$ cat config.mk
export PLATFORM = sky130hd
export DESIGN_NAME = http_response_header_parser_flat
export DESIGN_NICKNAME = d
export VERILOG_FILES = /design/src/rtl/hrhp_pkg.sv /design/src/rtl/hrhp_req_if.sv /design/src/rtl/hrhp_rsp_if.sv /design/src/rtl/hrhp_front.sv /design/src/rtl/hrhp_queue.sv /design/src/rtl/hrhp_back.sv /design/src/rtl/http_response_header_parser.sv /design/src/flat_wrapper.sv
export VERILOG_INCLUDE_DIRS = /design/src /design/src/rtl
export SDC_FILE = /design/constraint.sdc
export NUM_CORES = 1
export LEC_CHECK = 0
export ABC_AREA = 1
export BUFFER_PORTS_ARGS = -buffer_cell sky130_fd_sc_hd__buf_4
export CORE_MARGIN = 1.5
export CORE_UTILIZATION = 56
export DETAILED_ROUTE_END_ITERATION = 10
export PLACE_DENSITY = 0.8
export SLEW_MARGIN = 20
export SYNTH_ARGS = -nofsm -noshare
export SYNTH_HDL_FRONTEND = slang
export SYNTH_HIERARCHICAL = 1
export SYNTH_SLANG_ARGS = --single-unit
$ cat constraint.sdc
create_clock -name clock -period 5.5 [get_ports clock]
set_input_delay 0 -clock clock [delete_from_list [all_inputs] [get_ports clock]]
set_output_delay 0 -clock clock [all_outputs]
set_load 0.02 [all_outputs]
$ cat src/rtl/http_response_header_parser_macros.svh
// Assertion macros shared by the header parser modules.
`ifndef HTTP_RESPONSE_HEADER_PARSER_MACROS_SVH
`define HTTP_RESPONSE_HEADER_PARSER_MACROS_SVH

// Same-cycle implication, checked on every rising edge outside reset.
`define HRHP_ASSERT_NOW(label, clk, rst, ante, cons, msg) \
   label: assert property (@(posedge clk) disable iff (rst) (ante) |-> (cons)) \
      else $error(msg);

// Next-cycle implication, checked on every rising edge outside reset.
`define HRHP_ASSERT_NEXT(label, clk, rst, ante, cons, msg) \
   label: assert property (@(posedge clk) disable iff (rst) (ante) |=> (cons)) \
      else $error(msg);

`endif

$ cat src/rtl/hrhp_pkg.sv
// Types, constants and helper functions of the HTTP response header parser.
package hrhp_pkg;

   localparam int LENGTH_BITS = 16;
   localparam logic [LENGTH_BITS-1:0] COUNT_MAX = '1;

   localparam int QUEUE_DEPTH = 4;
   localparam int QUEUE_PTR_BITS = $clog2(QUEUE_DEPTH);
   localparam int QUEUE_CNT_BITS = $clog2(QUEUE_DEPTH + 1);

   localparam logic [4:0] LINE_POS_MAX = 5'd31;
   localparam logic [4:0] LEN_NAME_LEN = 5'd15;
   localparam logic [4:0] ENC_NAME_LEN = 5'd18;
   localparam logic [2:0] CHUNK_WORD_LEN = 3'd7;

   localparam logic [15:0] STATUS_MAX = '1;
   localparam logic [31:0] CLEN_MAX = '1;

   localparam logic [7:0] CH_TAB = 8'h09;
   localparam logic [7:0] CH_LF = 8'h0A;
   localparam logic [7:0] CH_CR = 8'h0D;
   localparam logic [7:0] CH_SPACE = 8'h20;
   localparam logic [7:0] CH_PLUS = 8'h2B;
   localparam logic [7:0] CH_MINUS = 8'h2D;
   localparam logic [7:0] CH_ZERO = 8'h30;
   localparam logic [7:0] CH_NINE = 8'h39;
   localparam logic [7:0] CH_UPPER_A = 8'h41;
   localparam logic [7:0] CH_UPPER_Z = 8'h5A;
   localparam logic [7:0] CH_LOWER_C = 8'h63;
   localparam logic [7:0] CASE_OFFSET = 8'h20;

   typedef enum logic [2:0] {
      PH_PRE_SPACE,
      PH_STATUS,
      PH_HEADERS,
      PH_BODY,
      PH_NO_SPACE
   } phase_type;

   typedef enum logic [1:0] {
      NUM_SKIP,
      NUM_SIGN,
      NUM_DIGITS,
      NUM_DONE
   } num_phase_type;

   typedef enum logic [1:0] {
      ERR_OK,
      ERR_NO_CRLF,
      ERR_NO_SPACE,
      ERR_UNTERMINATED
   } error_type;

   // One classified word as it travels from the front through the queue.
   typedef struct packed {
      logic [7:0] data_byte;
      logic       last_byte;
      logic       crlf;
      logic       blank_line;
      logic       is_space;
      logic       is_ws;
      logic       is_digit;
      logic       is_sign;
      logic       is_minus;
      logic       is_c;
      logic       len_start;
      logic       len_active;
      logic       enc_active;
   } class_word_type;

   function automatic logic [7:0] to_lower(input logic [7:0] b);
      logic [7:0] r;
      r = b;
      if (b inside {[CH_UPPER_A:CH_UPPER_Z]}) begin
         r = b + CASE_OFFSET;
      end
      return r;
   endfunction

   function automatic logic is_white(input logic [7:0] b);
      return (b == CH_SPACE) || (b inside {[CH_TAB:CH_CR]});
   endfunction

   function automatic logic [7:0] len_name_char(input logic [3:0] pos);
      logic [7:0] c;
      case (pos)
         4'd0:  c = "c";
         4'd1:  c = "o";
         4'd2:  c = "n";
         4'd3:  c = "t";
         4'd4:  c = "e";
         4'd5:  c = "n";
         4'd6:  c = "t";
         4'd7:  c = "-";
         4'd8:  c = "l";
         4'd9:  c = "e";
         4'd10: c = "n";
         4'd11: c = "g";
         4'd12: c = "t";
         4'd13: c = "h";
         4'd14: c = ":";
         default: c = 8'h00;
      endcase
      return c;
   endfunction

   function automatic logic [7:0] enc_name_char(input logic [4:0] pos);
      logic [7:0] c;
      case (pos)
         5'd0:  c = "t";
         5'd1:  c = "r";
         5'd2:  c = "a";
         5'd3:  c = "n";
         5'd4:  c = "s";
         5'd5:  c = "f";
         5'd6:  c = "e";
         5'd7:  c = "r";
         5'd8:  c = "-";
         5'd9:  c = "e";
         5'd10: c = "n";
         5'd11: c = "c";
         5'd12: c = "o";
         5'd13: c = "d";
         5'd14: c = "i";
         5'd15: c = "n";
         5'd16: c = "g";
         5'd17: c = ":";
         default: c = 8'h00;
      endcase
      return c;
   endfunction

   function automatic logic [7:0] chunk_char(input logic [2:0] idx);
      logic [7:0] c;
      case (idx)
         3'd0: c = "c";
         3'd1: c = "h";
         3'd2: c = "u";
         3'd3: c = "n";
         3'd4: c = "k";
         3'd5: c = "e";
         3'd6: c = "d";
         default: c = 8'h00;
      endcase
      return c;
   endfunction

   // Low 16 bits of a byte count, zero-extended when the count is narrower.
   function automatic logic [15:0] fit16(input logic [LENGTH_BITS-1:0] v);
      logic [LENGTH_BITS+15:0] t;
      t = {16'd0, v};
      return t[15:0];
   endfunction

endpackage

$ cat src/rtl/hrhp_req_if.sv
// Valid/ready channel that carries one response byte per word.
interface hrhp_req_if;
   logic       valid;
   logic       ready;
   logic [7:0] data_byte;
   logic       last_byte;

   modport source (output valid, output data_byte, output last_byte, input ready);
   modport sink (input valid, input data_byte, input last_byte, output ready);
endinterface

$ cat src/rtl/hrhp_rsp_if.sv
// Valid/ready channel that carries one parse result per word.
interface hrhp_rsp_if;
   logic        valid;
   logic        ready;
   logic [1:0]  error_code;
   logic [15:0] http_status;
   logic [31:0] declared_length;
   logic        chunked_flag;
   logic [15:0] header_size;
   logic [15:0] body_size;

   modport source (output valid, output error_code, output http_status,
      output declared_length, output chunked_flag, output header_size,
      output body_size, input ready);
   modport sink (input valid, input error_code, input http_status,
      input declared_length, input chunked_flag, input header_size,
      input body_size, output ready);
endinterface

$ cat src/rtl/hrhp_front.sv
// Front end: accepts bytes, tracks line position and header-name matches.
module hrhp_front (
   input  logic                    clock,
   input  logic                    reset,
   hrhp_req_if.sink                req_ch,
   output logic                    push_valid,
   output hrhp_pkg::class_word_type push_word,
   input  logic                    push_ready
);
   import hrhp_pkg::*;

   logic       prev_cr_ff, prev_cr_in;
   logic [4:0] line_pos_ff, line_pos_in;
   logic       len_alive_ff, len_alive_in;
   logic       enc_alive_ff, enc_alive_in;

   logic [7:0] lower;
   logic       crlf;
   logic       len_in_name;
   logic       enc_in_name;
   logic       len_match;
   logic       enc_match;
   logic       accept;

   assign req_ch.ready = push_ready;
   assign push_valid = req_ch.valid;
   assign accept = req_ch.valid && push_ready;

   assign lower = to_lower(req_ch.data_byte);
   assign crlf = prev_cr_ff && (req_ch.data_byte == CH_LF);
   assign len_in_name = line_pos_ff < LEN_NAME_LEN;
   assign enc_in_name = line_pos_ff < ENC_NAME_LEN;
   assign len_match = lower == len_name_char(line_pos_ff[3:0]);
   assign enc_match = lower == enc_name_char(line_pos_ff);

   always_comb begin
      push_word.data_byte = req_ch.data_byte;
      push_word.last_byte = req_ch.last_byte;
      push_word.crlf = crlf;
      push_word.blank_line = crlf && (line_pos_ff == 5'd1);
      push_word.is_space = req_ch.data_byte == CH_SPACE;
      push_word.is_ws = is_white(req_ch.data_byte);
      push_word.is_digit = req_ch.data_byte inside {[CH_ZERO:CH_NINE]};
      push_word.is_sign = (req_ch.data_byte == CH_PLUS) || (req_ch.data_byte == CH_MINUS);
      push_word.is_minus = req_ch.data_byte == CH_MINUS;
      push_word.is_c = req_ch.data_byte == CH_LOWER_C;
      push_word.len_start = len_alive_ff && (line_pos_ff == LEN_NAME_LEN);
      push_word.len_active = len_alive_ff && !len_in_name;
      push_word.enc_active = enc_alive_ff && !enc_in_name;
   end

   always_comb begin
      prev_cr_in = prev_cr_ff;
      line_pos_in = line_pos_ff;
      len_alive_in = len_alive_ff;
      enc_alive_in = enc_alive_ff;
      if (accept) begin
         prev_cr_in = !req_ch.last_byte && (req_ch.data_byte == CH_CR);
         if (req_ch.last_byte || crlf) begin
            line_pos_in = 5'd0;
            len_alive_in = 1'b1;
            enc_alive_in = 1'b1;
         end else begin
            if (line_pos_ff != LINE_POS_MAX) begin
               line_pos_in = line_pos_ff + 5'd1;
            end
            if (len_in_name && !len_match) begin
               len_alive_in = 1'b0;
            end
            if (enc_in_name && !enc_match) begin
               enc_alive_in = 1'b0;
            end
         end
      end
   end

   always_ff @(posedge clock) begin
      if (reset) begin
         prev_cr_ff <= 1'b0;
         line_pos_ff <= 5'd0;
         len_alive_ff <= 1'b1;
         enc_alive_ff <= 1'b1;
      end else begin
         prev_cr_ff <= prev_cr_in;
         line_pos_ff <= line_pos_in;
         len_alive_ff <= len_alive_in;
         enc_alive_ff <= enc_alive_in;
      end
   end

endmodule

$ cat src/rtl/hrhp_queue.sv
// Small word queue that decouples the front end from the parser back end.
`include "http_response_header_parser_macros.svh"
module hrhp_queue (
   input  logic                     clock,
   input  logic                     reset,
   input  logic                     push_valid,
   input  hrhp_pkg::class_word_type push_word,
   output logic                     push_ready,
   output logic                     pop_valid,
   output hrhp_pkg::class_word_type pop_word,
   input  logic                     pop_ready
);
   import hrhp_pkg::*;

   class_word_type              entry_ff [QUEUE_DEPTH];
   logic [QUEUE_PTR_BITS-1:0]   wr_ptr_ff, wr_ptr_in;
   logic [QUEUE_PTR_BITS-1:0]   rd_ptr_ff, rd_ptr_in;
   logic [QUEUE_CNT_BITS-1:0]   count_ff, count_in;
   logic                        push;
   logic                        pop;

   localparam logic [QUEUE_CNT_BITS-1:0] FULL_COUNT = QUEUE_CNT_BITS'(QUEUE_DEPTH);
   localparam logic [QUEUE_PTR_BITS-1:0] LAST_SLOT = QUEUE_PTR_BITS'(QUEUE_DEPTH - 1);

   assign push_ready = count_ff != FULL_COUNT;
   assign pop_valid = count_ff != '0;
   assign pop_word = entry_ff[rd_ptr_ff];
   assign push = push_valid && push_ready;
   assign pop = pop_valid && pop_ready;

   always_comb begin
      wr_ptr_in = wr_ptr_ff;
      rd_ptr_in = rd_ptr_ff;
      count_in = count_ff;
      if (push) begin
         wr_ptr_in = (wr_ptr_ff == LAST_SLOT) ? '0 : wr_ptr_ff + 1'b1;
      end
      if (pop) begin
         rd_ptr_in = (rd_ptr_ff == LAST_SLOT) ? '0 : rd_ptr_ff + 1'b1;
      end
      if (push && !pop) begin
         count_in = count_ff + 1'b1;
      end else if (pop && !push) begin
         count_in = count_ff - 1'b1;
      end
   end

   always_ff @(posedge clock) begin
      if (push) begin
         entry_ff[wr_ptr_ff] <= push_word;
      end
   end

   always_ff @(posedge clock) begin
      if (reset) begin
         wr_ptr_ff <= '0;
         rd_ptr_ff <= '0;
         count_ff <= '0;
      end else begin
         wr_ptr_ff <= wr_ptr_in;
         rd_ptr_ff <= rd_ptr_in;
         count_ff <= count_in;
      end
   end

   `HRHP_ASSERT_NEXT(a_fill_grows, clock, reset, push && !pop, count_ff == $past(count_ff) + 1'b1, "queue fill did not grow on push")

endmodule

$ cat src/rtl/hrhp_back.sv
// Back end: status line and header parsing, result register.
`include "http_response_header_parser_macros.svh"
module hrhp_back (
   input  logic                     clock,
   input  logic                     reset,
   input  logic                     pop_valid,
   input  hrhp_pkg::class_word_type pop_word,
   output logic                     pop_ready,
   hrhp_rsp_if.source               rsp_ch
);
   import hrhp_pkg::*;

   phase_type                phase_ff, phase_in, phase_step;
   logic [LENGTH_BITS-1:0]   byte_count_ff, byte_count_in, byte_count_step;
   num_phase_type            num_phase_ff, num_phase_in, num_phase_step;
   logic                     negative_ff, negative_in, negative_step;
   logic [15:0]              status_acc_ff, status_acc_in, status_acc_step;
   logic [31:0]              length_acc_ff, length_acc_in, length_acc_step;
   logic [2:0]               chunk_idx_ff, chunk_idx_in, chunk_idx_step;
   logic                     chunked_ff, chunked_in, chunked_step;
   logic [LENGTH_BITS-1:0]   hdr_end_ff, hdr_end_in, hdr_end_step;

   logic                     rsp_valid_ff, rsp_valid_in;
   error_type                rsp_error_ff, rsp_error_in;
   logic [15:0]              rsp_status_ff, rsp_status_in;
   logic [31:0]              rsp_length_ff, rsp_length_in;
   logic                     rsp_chunked_ff, rsp_chunked_in;
   logic [15:0]              rsp_hsize_ff, rsp_hsize_in;
   logic [15:0]              rsp_bsize_ff, rsp_bsize_in;

   logic                     out_free;
   logic                     pop;
   logic                     finish;
   logic                     feed_status;
   logic                     feed_length;
   logic                     feed_chunk;
   logic                     num_start;
   num_phase_type            num_base;
   logic                     neg_base;
   logic [31:0]              length_base;
   logic [35:0]              mac_op;
   logic [35:0]              mac_sum;
   logic [35:0]              mac_cap;
   logic [31:0]              mac_result;
   logic                     acc_update;
   logic [2:0]               chunk_next;
   error_type                error_step;
   logic [LENGTH_BITS-1:0]   body_count;

   assign out_free = !rsp_valid_ff || rsp_ch.ready;
   assign pop_ready = !pop_word.last_byte || out_free;
   assign pop = pop_valid && pop_ready;
   assign finish = pop && pop_word.last_byte;

   // Phase sequencing.
   always_comb begin
      phase_step = phase_ff;
      case (phase_ff)
         PH_PRE_SPACE: begin
            if (pop_word.crlf) begin
               phase_step = PH_NO_SPACE;
            end else if (pop_word.is_space) begin
               phase_step = PH_STATUS;
            end
         end
         PH_STATUS: begin
            if (pop_word.crlf) begin
               phase_step = PH_HEADERS;
            end
         end
         PH_HEADERS: begin
            if (pop_word.blank_line) begin
               phase_step = PH_BODY;
            end
         end
         default: phase_step = phase_ff;
      endcase
      phase_in = phase_ff;
      if (pop) begin
         phase_in = pop_word.last_byte ? PH_PRE_SPACE : phase_step;
      end
   end

   // Number decoding, chunked search, counters and the result.
   always_comb begin
      byte_count_step = (byte_count_ff == COUNT_MAX) ? byte_count_ff
                                                     : byte_count_ff + 1'b1;

      feed_status = (phase_ff == PH_STATUS) && !pop_word.crlf;
      feed_length = (phase_ff == PH_HEADERS) && !pop_word.crlf && pop_word.len_active;
      feed_chunk = (phase_ff == PH_HEADERS) && !pop_word.crlf && pop_word.enc_active;
      num_start = feed_length && pop_word.len_start;

      num_base = num_start ? NUM_SKIP : num_phase_ff;
      neg_base = num_start ? 1'b0 : negative_ff;
      length_base = num_start ? 32'd0 : length_acc_ff;

      num_phase_step = num_base;
      negative_step = neg_base;
      case (num_base)
         NUM_SKIP: begin
            if (pop_word.is_ws) begin
               num_phase_step = NUM_SKIP;
            end else if (pop_word.is_sign) begin
               num_phase_step = NUM_SIGN;
               negative_step = pop_word.is_minus;
            end else begin
               num_phase_step = pop_word.is_digit ? NUM_DIGITS : NUM_DONE;
            end
         end
         NUM_SIGN: num_phase_step = pop_word.is_digit ? NUM_DIGITS : NUM_DONE;
         NUM_DIGITS: num_phase_step = pop_word.is_digit ? NUM_DIGITS : NUM_DONE;
         default: num_phase_step = NUM_DONE;
      endcase
      acc_update = (num_phase_step == NUM_DIGITS) && !negative_step;

      // One shared times-ten-plus-digit unit serves both numbers.
      mac_op = feed_status ? {20'd0, status_acc_ff} : {4'd0, length_base};
      mac_sum = (mac_op << 3) + (mac_op << 1) + {32'd0, pop_word.data_byte[3:0]};
      mac_cap = feed_status ? {20'd0, STATUS_MAX} : {4'd0, CLEN_MAX};
      mac_result = (mac_sum > mac_cap) ? mac_cap[31:0] : mac_sum[31:0];

      status_acc_step = status_acc_ff;
      length_acc_step = length_acc_ff;
      if (feed_status) begin
         if (acc_update) begin
            status_acc_step = mac_result[15:0];
         end
      end else if (feed_length) begin
         length_acc_step = acc_update ? mac_result : length_base;
      end

      if (!feed_status && !feed_length) begin
         num_phase_step = num_phase_ff;
         negative_step = negative_ff;
         if ((phase_ff == PH_PRE_SPACE) && !pop_word.crlf && pop_word.is_space) begin
            num_phase_step = NUM_SKIP;
            negative_step = 1'b0;
         end
      end

      chunk_next = chunk_idx_ff + 3'd1;
      chunk_idx_step = chunk_idx_ff;
      chunked_step = chunked_ff;
      if (pop_word.crlf) begin
         chunk_idx_step = 3'd0;
      end else if (feed_chunk) begin
         if (pop_word.data_byte == chunk_char(chunk_idx_ff)) begin
            if (chunk_next >= CHUNK_WORD_LEN) begin
               chunked_step = 1'b1;
               chunk_idx_step = 3'd0;
            end else begin
               chunk_idx_step = chunk_next;
            end
         end else begin
            chunk_idx_step = pop_word.is_c ? 3'd1 : 3'd0;
         end
      end

      hdr_end_step = hdr_end_ff;
      if ((phase_ff == PH_HEADERS) && pop_word.blank_line) begin
         hdr_end_step = byte_count_step;
      end
      body_count = byte_count_step - hdr_end_step;

      case (phase_step)
         PH_PRE_SPACE: error_step = ERR_NO_CRLF;
         PH_STATUS: error_step = ERR_NO_CRLF;
         PH_NO_SPACE: error_step = ERR_NO_SPACE;
         PH_HEADERS: error_step = ERR_UNTERMINATED;
         default: error_step = ERR_OK;
      endcase

      byte_count_in = byte_count_ff;
      num_phase_in = num_phase_ff;
      negative_in = negative_ff;
      status_acc_in = status_acc_ff;
      length_acc_in = length_acc_ff;
      chunk_idx_in = chunk_idx_ff;
      chunked_in = chunked_ff;
      hdr_end_in = hdr_end_ff;
      if (finish) begin
         byte_count_in = '0;
         num_phase_in = NUM_SKIP;
         negative_in = 1'b0;
         status_acc_in = 16'd0;
         length_acc_in = 32'd0;
         chunk_idx_in = 3'd0;
         chunked_in = 1'b0;
         hdr_end_in = '0;
      end else if (pop) begin
         byte_count_in = byte_count_step;
         num_phase_in = num_phase_step;
         negative_in = negative_step;
         status_acc_in = status_acc_step;
         length_acc_in = length_acc_step;
         chunk_idx_in = chunk_idx_step;
         chunked_in = chunked_step;
         hdr_end_in = hdr_end_step;
      end

      rsp_valid_in = finish || (rsp_valid_ff && !rsp_ch.ready);
      rsp_error_in = rsp_error_ff;
      rsp_status_in = rsp_status_ff;
      rsp_length_in = rsp_length_ff;
      rsp_chunked_in = rsp_chunked_ff;
      rsp_hsize_in = rsp_hsize_ff;
      rsp_bsize_in = rsp_bsize_ff;
      if (finish) begin
         rsp_error_in = error_step;
         if (error_step == ERR_OK) begin
            rsp_status_in = status_acc_step;
            rsp_length_in = length_acc_step;
            rsp_chunked_in = chunked_step;
            rsp_hsize_in = fit16(hdr_end_step);
            rsp_bsize_in = fit16(body_count);
         end else begin
            rsp_status_in = 16'd0;
            rsp_length_in = 32'd0;
            rsp_chunked_in = 1'b0;
            rsp_hsize_in = 16'd0;
            rsp_bsize_in = 16'd0;
         end
      end
   end

   assign rsp_ch.valid = rsp_valid_ff;
   assign rsp_ch.error_code = rsp_error_ff;
   assign rsp_ch.http_status = rsp_status_ff;
   assign rsp_ch.declared_length = rsp_length_ff;
   assign rsp_ch.chunked_flag = rsp_chunked_ff;
   assign rsp_ch.header_size = rsp_hsize_ff;
   assign rsp_ch.body_size = rsp_bsize_ff;

   always_ff @(posedge clock) begin
      rsp_error_ff <= rsp_error_in;
      rsp_status_ff <= rsp_status_in;
      rsp_length_ff <= rsp_length_in;
      rsp_chunked_ff <= rsp_chunked_in;
      rsp_hsize_ff <= rsp_hsize_in;
      rsp_bsize_ff <= rsp_bsize_in;
   end

   always_ff @(posedge clock) begin
      if (reset) begin
         phase_ff <= PH_PRE_SPACE;
         byte_count_ff <= '0;
         num_phase_ff <= NUM_SKIP;
         negative_ff <= 1'b0;
         status_acc_ff <= 16'd0;
         length_acc_ff <= 32'd0;
         chunk_idx_ff <= 3'd0;
         chunked_ff <= 1'b0;
         hdr_end_ff <= '0;
         rsp_valid_ff <= 1'b0;
      end else begin
         phase_ff <= phase_in;
         byte_count_ff <= byte_count_in;
         num_phase_ff <= num_phase_in;
         negative_ff <= negative_in;
         status_acc_ff <= status_acc_in;
         length_acc_ff <= length_acc_in;
         chunk_idx_ff <= chunk_idx_in;
         chunked_ff <= chunked_in;
         hdr_end_ff <= hdr_end_in;
         rsp_valid_ff <= rsp_valid_in;
      end
   end

   `HRHP_ASSERT_NEXT(a_last_gives_result, clock, reset, finish,
      rsp_valid_ff && (phase_ff == PH_PRE_SPACE) && (byte_count_ff == '0),
      "last word did not produce a result and restart")
   `HRHP_ASSERT_NOW(a_error_clears_fields, clock, reset,
      rsp_valid_ff && (rsp_error_ff != ERR_OK),
      (rsp_status_ff == 16'd0) && (rsp_length_ff == 32'd0) && !rsp_chunked_ff
         && (rsp_hsize_ff == 16'd0) && (rsp_bsize_ff == 16'd0),
      "error result carries nonzero fields")
   `HRHP_ASSERT_NOW(a_body_has_header, clock, reset, phase_ff == PH_BODY,
      hdr_end_ff != '0, "body phase without a header end offset")

endmodule

$ cat src/rtl/http_response_header_parser.sv
// Top level of the streaming HTTP response header parser.
// Usage: bytes of one HTTP response enter on req_ch, one byte per word, with
// last_byte set on the final byte of the response. Nothing comes out for the
// other bytes. For the final byte exactly one word leaves on rsp_ch: the error
// code, the decimal status code, the Content-Length value, the chunked flag,
// the header size up to and including the blank line, and the body size.
// After the final byte the parser starts over, so responses may follow each
// other without a gap.
// Throughput is one byte per clock cycle while the receiver takes results.
// The front end classifies each byte and tracks the line position and the
// header-name matches, a four-word queue holds classified bytes, and the back
// end advances the parse state once per byte with a single
// times-ten-plus-digit unit for both decimal numbers. The final byte is
// registered in the queue, and its result word in the rsp_ch output register.
// Reset (synchronous, active high) clears the parse state, empties the queue
// and drops rsp_ch.valid. When the receiver stalls, the result stays in the
// output register; bytes of the next response keep flowing into the back end
// until a second final byte reaches it, and then the queue fills and
// req_ch.ready falls.
module http_response_header_parser (
   input  logic       clock,
   input  logic       reset,
   hrhp_req_if.sink   req_ch,
   hrhp_rsp_if.source rsp_ch
);
   import hrhp_pkg::*;

   // Classified words between the front end and the queue.
   logic           push_valid;
   logic           push_ready;
   class_word_type push_word;

   // Classified words between the queue and the back end.
   logic           pop_valid;
   logic           pop_ready;
   class_word_type pop_word;

   hrhp_front u_front (
      .clock      (clock),
      .reset      (reset),
      .req_ch     (req_ch),
      .push_valid (push_valid),
      .push_word  (push_word),
      .push_ready (push_ready)
   );

   hrhp_queue u_queue (
      .clock      (clock),
      .reset      (reset),
      .push_valid (push_valid),
      .push_word  (push_word),
      .push_ready (push_ready),
      .pop_valid  (pop_valid),
      .pop_word   (pop_word),
      .pop_ready  (pop_ready)
   );

   hrhp_back u_back (
      .clock     (clock),
      .reset     (reset),
      .pop_valid (pop_valid),
      .pop_word  (pop_word),
      .pop_ready (pop_ready),
      .rsp_ch    (rsp_ch)
   );

endmodule
$ cat src/flat_wrapper.sv
// flat-port wrapper written by rule: the top's interface ports become plain ports
module http_response_header_parser_flat import hrhp_pkg::*;
  (clock, reset, req_ch_valid, req_ch_data_byte, req_ch_last_byte, req_ch_ready, rsp_ch_valid, rsp_ch_error_code, rsp_ch_http_status, rsp_ch_declared_length, rsp_ch_chunked_flag, rsp_ch_header_size, rsp_ch_body_size, rsp_ch_ready);
  hrhp_req_if req_ch_i ();
  hrhp_rsp_if rsp_ch_i ();
  input  logic clock;
  input  logic reset;
  input wire logic [$bits(req_ch_i.valid)-1:0] req_ch_valid;
  input wire logic [$bits(req_ch_i.data_byte)-1:0] req_ch_data_byte;
  input wire logic [$bits(req_ch_i.last_byte)-1:0] req_ch_last_byte;
  output wire logic [$bits(req_ch_i.ready)-1:0] req_ch_ready;
  output wire logic [$bits(rsp_ch_i.valid)-1:0] rsp_ch_valid;
  output wire logic [$bits(rsp_ch_i.error_code)-1:0] rsp_ch_error_code;
  output wire logic [$bits(rsp_ch_i.http_status)-1:0] rsp_ch_http_status;
  output wire logic [$bits(rsp_ch_i.declared_length)-1:0] rsp_ch_declared_length;
  output wire logic [$bits(rsp_ch_i.chunked_flag)-1:0] rsp_ch_chunked_flag;
  output wire logic [$bits(rsp_ch_i.header_size)-1:0] rsp_ch_header_size;
  output wire logic [$bits(rsp_ch_i.body_size)-1:0] rsp_ch_body_size;
  input wire logic [$bits(rsp_ch_i.ready)-1:0] rsp_ch_ready;
  assign req_ch_i.valid = req_ch_valid;
  assign req_ch_i.data_byte = req_ch_data_byte;
  assign req_ch_i.last_byte = req_ch_last_byte;
  assign req_ch_ready = req_ch_i.ready;
  assign rsp_ch_valid = rsp_ch_i.valid;
  assign rsp_ch_error_code = rsp_ch_i.error_code;
  assign rsp_ch_http_status = rsp_ch_i.http_status;
  assign rsp_ch_declared_length = rsp_ch_i.declared_length;
  assign rsp_ch_chunked_flag = rsp_ch_i.chunked_flag;
  assign rsp_ch_header_size = rsp_ch_i.header_size;
  assign rsp_ch_body_size = rsp_ch_i.body_size;
  assign rsp_ch_i.ready = rsp_ch_ready;
  http_response_header_parser u_core (.clock(clock), .reset(reset), .req_ch(req_ch_i), .rsp_ch(rsp_ch_i));
endmodule
==> impl_metrics.toml <==
[yosys]
synthSimpleGateAreaFrac = 0.243
ys_top_cells_by_count = "nand2_1, nor2_1, inv_1"
netlist_area_um2 = 17400
syn_area_per_cell_um2 = 7.77
synth_seq_area_share = 0.423
synth-compound-area-share = 0.132
yosysMostFrequentCell = "nand2_1"
synth_area_leaders = "edfxtp_1, dfxtp_1, nand2_1"
syn_inst = 2234
synth_top_area_share = 0.282
synth_cell_types = 54
synth_edf_count = 163
synth.area.mux_share = 0.00346
synthAdderAreaFrac = 0.0904
synth_top_flop_cell = "edfxtp_1"
yosys.area.top_type = "edfxtp_1"
synthArstFlopShare = 0
synth_top_family_by_area = "simple AND/OR/NAND/NOR gates"
synth_xor_area_frac = 0.0247
ys_seq_elements = 285
yosys_warnings = 6
syn_nets = 2370

[cts]
htreeDepth = 1
clk_pin_slew_ns = 0.06
cts_tree = "yes"
clock_path_buffers = 3
clockRootBuffer = "clkbuf_16"
clkLatencyLatePin_ns = 0.58
cts_buffers = 30
cts_sinks = 285

[route]
drt_first_pass_iters = 6
wire_per_inst_um = 16.7
wl_um = 46500
dr_wl_met3_um = 3140
ant_nets = 0
dr_total_vias = 15900
vias_per_cell = 5.72
drtIter0Drc = 1494
drc = 0
highest_layer = "met4"
drt-met1-wl_um = 18400
dr_wl_met2_um = 23400

[setup_path]
rrSetupSlack_ns = 0.24
r2r-end = "u_core/u_back/rsp_ch.declared_length[31]"
crit_fanout = 14
endpoint_kind = "flip-flop"
arrival_ns = 5.65
crit_family = "simple AND/OR/NAND/NOR gates"
slowest_delay_ns = 0.38
crit_required_ns = 5.89
critPathBufInv = 7
criticalPathCategory = "flip-flop to flip-flop"
start_kind = "flip-flop"
crit_path_top_delay_cell = "dfxtp_4"
crit_path_frequent_cell = "nand2_1"
reg2reg_depth = 33

[finish]
multi_input_area_um2 = 8850
nets = 2503
regArea_um2 = 7340
layout-drive-gt1-share = 0.141
fillers = 2496
synthToLayoutAreaGrowth_pct = 16.5
diodes = 0

[sta]
fmaxAchievable_mhz = 190
final.min_clock_period_ns = 5.26
worst_pin_slew_ns = 1.08
hold_slack_ns = 0.204
fin_crit_sh = 0.957
setup_viol = 0
finalClockSkew_ns = 0.0259
hold_viol = 0
drv_slew = 0
slew_headroom = 0.279

[power_and_ir_drop]
power_uw = 13500
powerDensity_nw_per_um2 = 670
total_leakage_power_uw = 0.00928
ir_worst_vdd_v = 0.000377

[global_route]
grt_pass1_wl_um = 72600
overflow = 0
grt_pass1_vias = 15000
grt_max_degree = 108
grt_use_total = 0.282
antenna_found_initial = 0

[min_path]
hold_path_depth = 3
min_from = "reset"
hp-class = "input port to flip-flop"
hold_end = "u_core/u_back/phase_ff[0]"

[die]
pin_count = 98
dieHeight_um = 179
fp.dieArea_um2 = 32100
die_w_um = 179
rows = 64
start_util = 0.569
core-area_um2 = 30500

[status]
status = "completed"

[placement]
routabilityCongestion = 0.983
hpwl_um = 32700
port_buffers = 97

[flow_run]
max_cap_violations = 0
## cells in the final DEF (no fill, tap or decap), types with 5 or more instances in the layout
cell type and count:
o21a_1 5, a211oi_1 7, nand2_1 464, inv_1 239, nand3_1 143, nand4_1 22
clkinv_2 8, and2_1 7, nor4_1 10, o22ai_1 22, ha_1 119, nand3_2 13
dlygate4sd3_1 12, buf_4 176, xor2_1 36, o21ai_2 9, nor2_1 261, mux2i_1 6
clkbuf_16 32, clkbuf_1 11, a21oi_2 10, o21ai_1 69, xnor2_1 12, nor3_1 13
edfxtp_1 163, nand2_2 18, nand3b_1 9, dfxtp_1 120, a21oi_1 179, inv_2 12
o21ai_0 95, nor2_2 15
## how the worst max path moves through the flow
stage	startpoint	end	slack [ns]	depth (start not counted)
floorplan	flip-flop	u_core/u_back/rsp_ch.http_status[11]	0.14	34
global placement	flip-flop	u_core/u_back/rsp_ch.declared_length[22]	-0.09	31
detailed placement	flip-flop	u_core/u_back/rsp_ch.declared_length[22]	-0.13	31
CTS	flip-flop	u_core/u_back/rsp_ch.declared_length[22]	0.001	33
global route	flip-flop	u_core/u_back/rsp_ch.declared_length[1]	-0.07	32
finish	flip-flop	u_core/u_back/rsp_ch.declared_length[31]	0.24	33
## routing by layer
layer / GRT usage / up-vias
met4: 0.106 / 0
li1: - / 7707
met5: 0 / -
met1: 0.343 / 7466
met2: 0.509 / 652
met3: 0.0341 / 109
## worst min-delay path: stages
cell,delay [ns]
dlygate4sd3_1,0.52
buf_4,0.16
a21oi_1,0.05
## cell families after synthesis
| kind of cell | count (synthesis) |
|---|---|
| XOR/XNOR | 49 |
| multiplexers | 6 |
| AO/OA/AOI/OAI | 429 |
| flip-flops | 285 |
| AND/OR/NAND/NOR | 991 |
| adder cells (fa/ha/maj) | 123 |
| buffers and inverters | 351 |
## where the power goes
part	total [uW]	internal (uW)	leakage (uW)	switching, uW
Combinational	8000	2850	0.00626	5160
Clock	1990	1140	0.000478	850
Sequential	3550	3150	0.00255	403
## layout make-up
type,instances,area share
Multi-Input combinational cell,1599,0.438
Sequential cell,285,0.363
Timing Repair Buffer,197,0.0789
Inverter,254,0.0473
Clock buffer,46,0.0431
Tap cell,396,0.0245
Clock inverter,10,0.00508
## registers in the layout, summed over array words and instances (netlist names), 2 cells and up, named ones only
name,cells
u_core/u_queue/rd_ptr_ff,2
u_core/u_queue/entry_ff,80
u_core/u_back/rsp_ch.declared_length,32
u_core/u_back/byte_count_ff,16
u_core/u_back/length_acc_ff,32
u_core/u_back/rsp_ch.http_status,16
u_core/u_back/status_acc_ff,16
u_core/u_back/rsp_ch.error_code,2
u_core/u_back/hdr_end_ff,16
u_core/u_queue/count_ff,3
u_core/u_queue/wr_ptr_ff,2
u_core/u_back/chunk_idx_ff,3
u_core/u_front/line_pos_ff,5
u_core/u_back/phase_ff,3
u_core/u_back/num_phase_ff,2
u_core/u_back/rsp_ch.header_size,16
u_core/u_back/rsp_ch.body_size,16
## stage by stage
step           instance area [um^2]  setup TNS, ns  worst slack, ns  utilization  std cells
5_1_grt                       20200         -0.896          -0.0717        0.663       2787
4_1_cts                       19800              0          0.00148        0.648       2765
3_3_place_gp                  18700         -0.724          -0.0895        0.612       2697
2_1_floorplan                 17400              0            0.140            -       2234
6_report                      20200              0            0.239        0.663       2787
3_5_place_dp                  18700          -2.19           -0.135        0.612       2697
## timing repair
item	CTS	global route
setup buffers	0	20
pin swaps	0	23
hold buffers	12	0
endpoints found under the hold margin	73	0
gates cloned	0	2
setup endpoints to repair	58	96
resized for setup	6	72
Note: power is estimated with default switching activity, not from simulation.
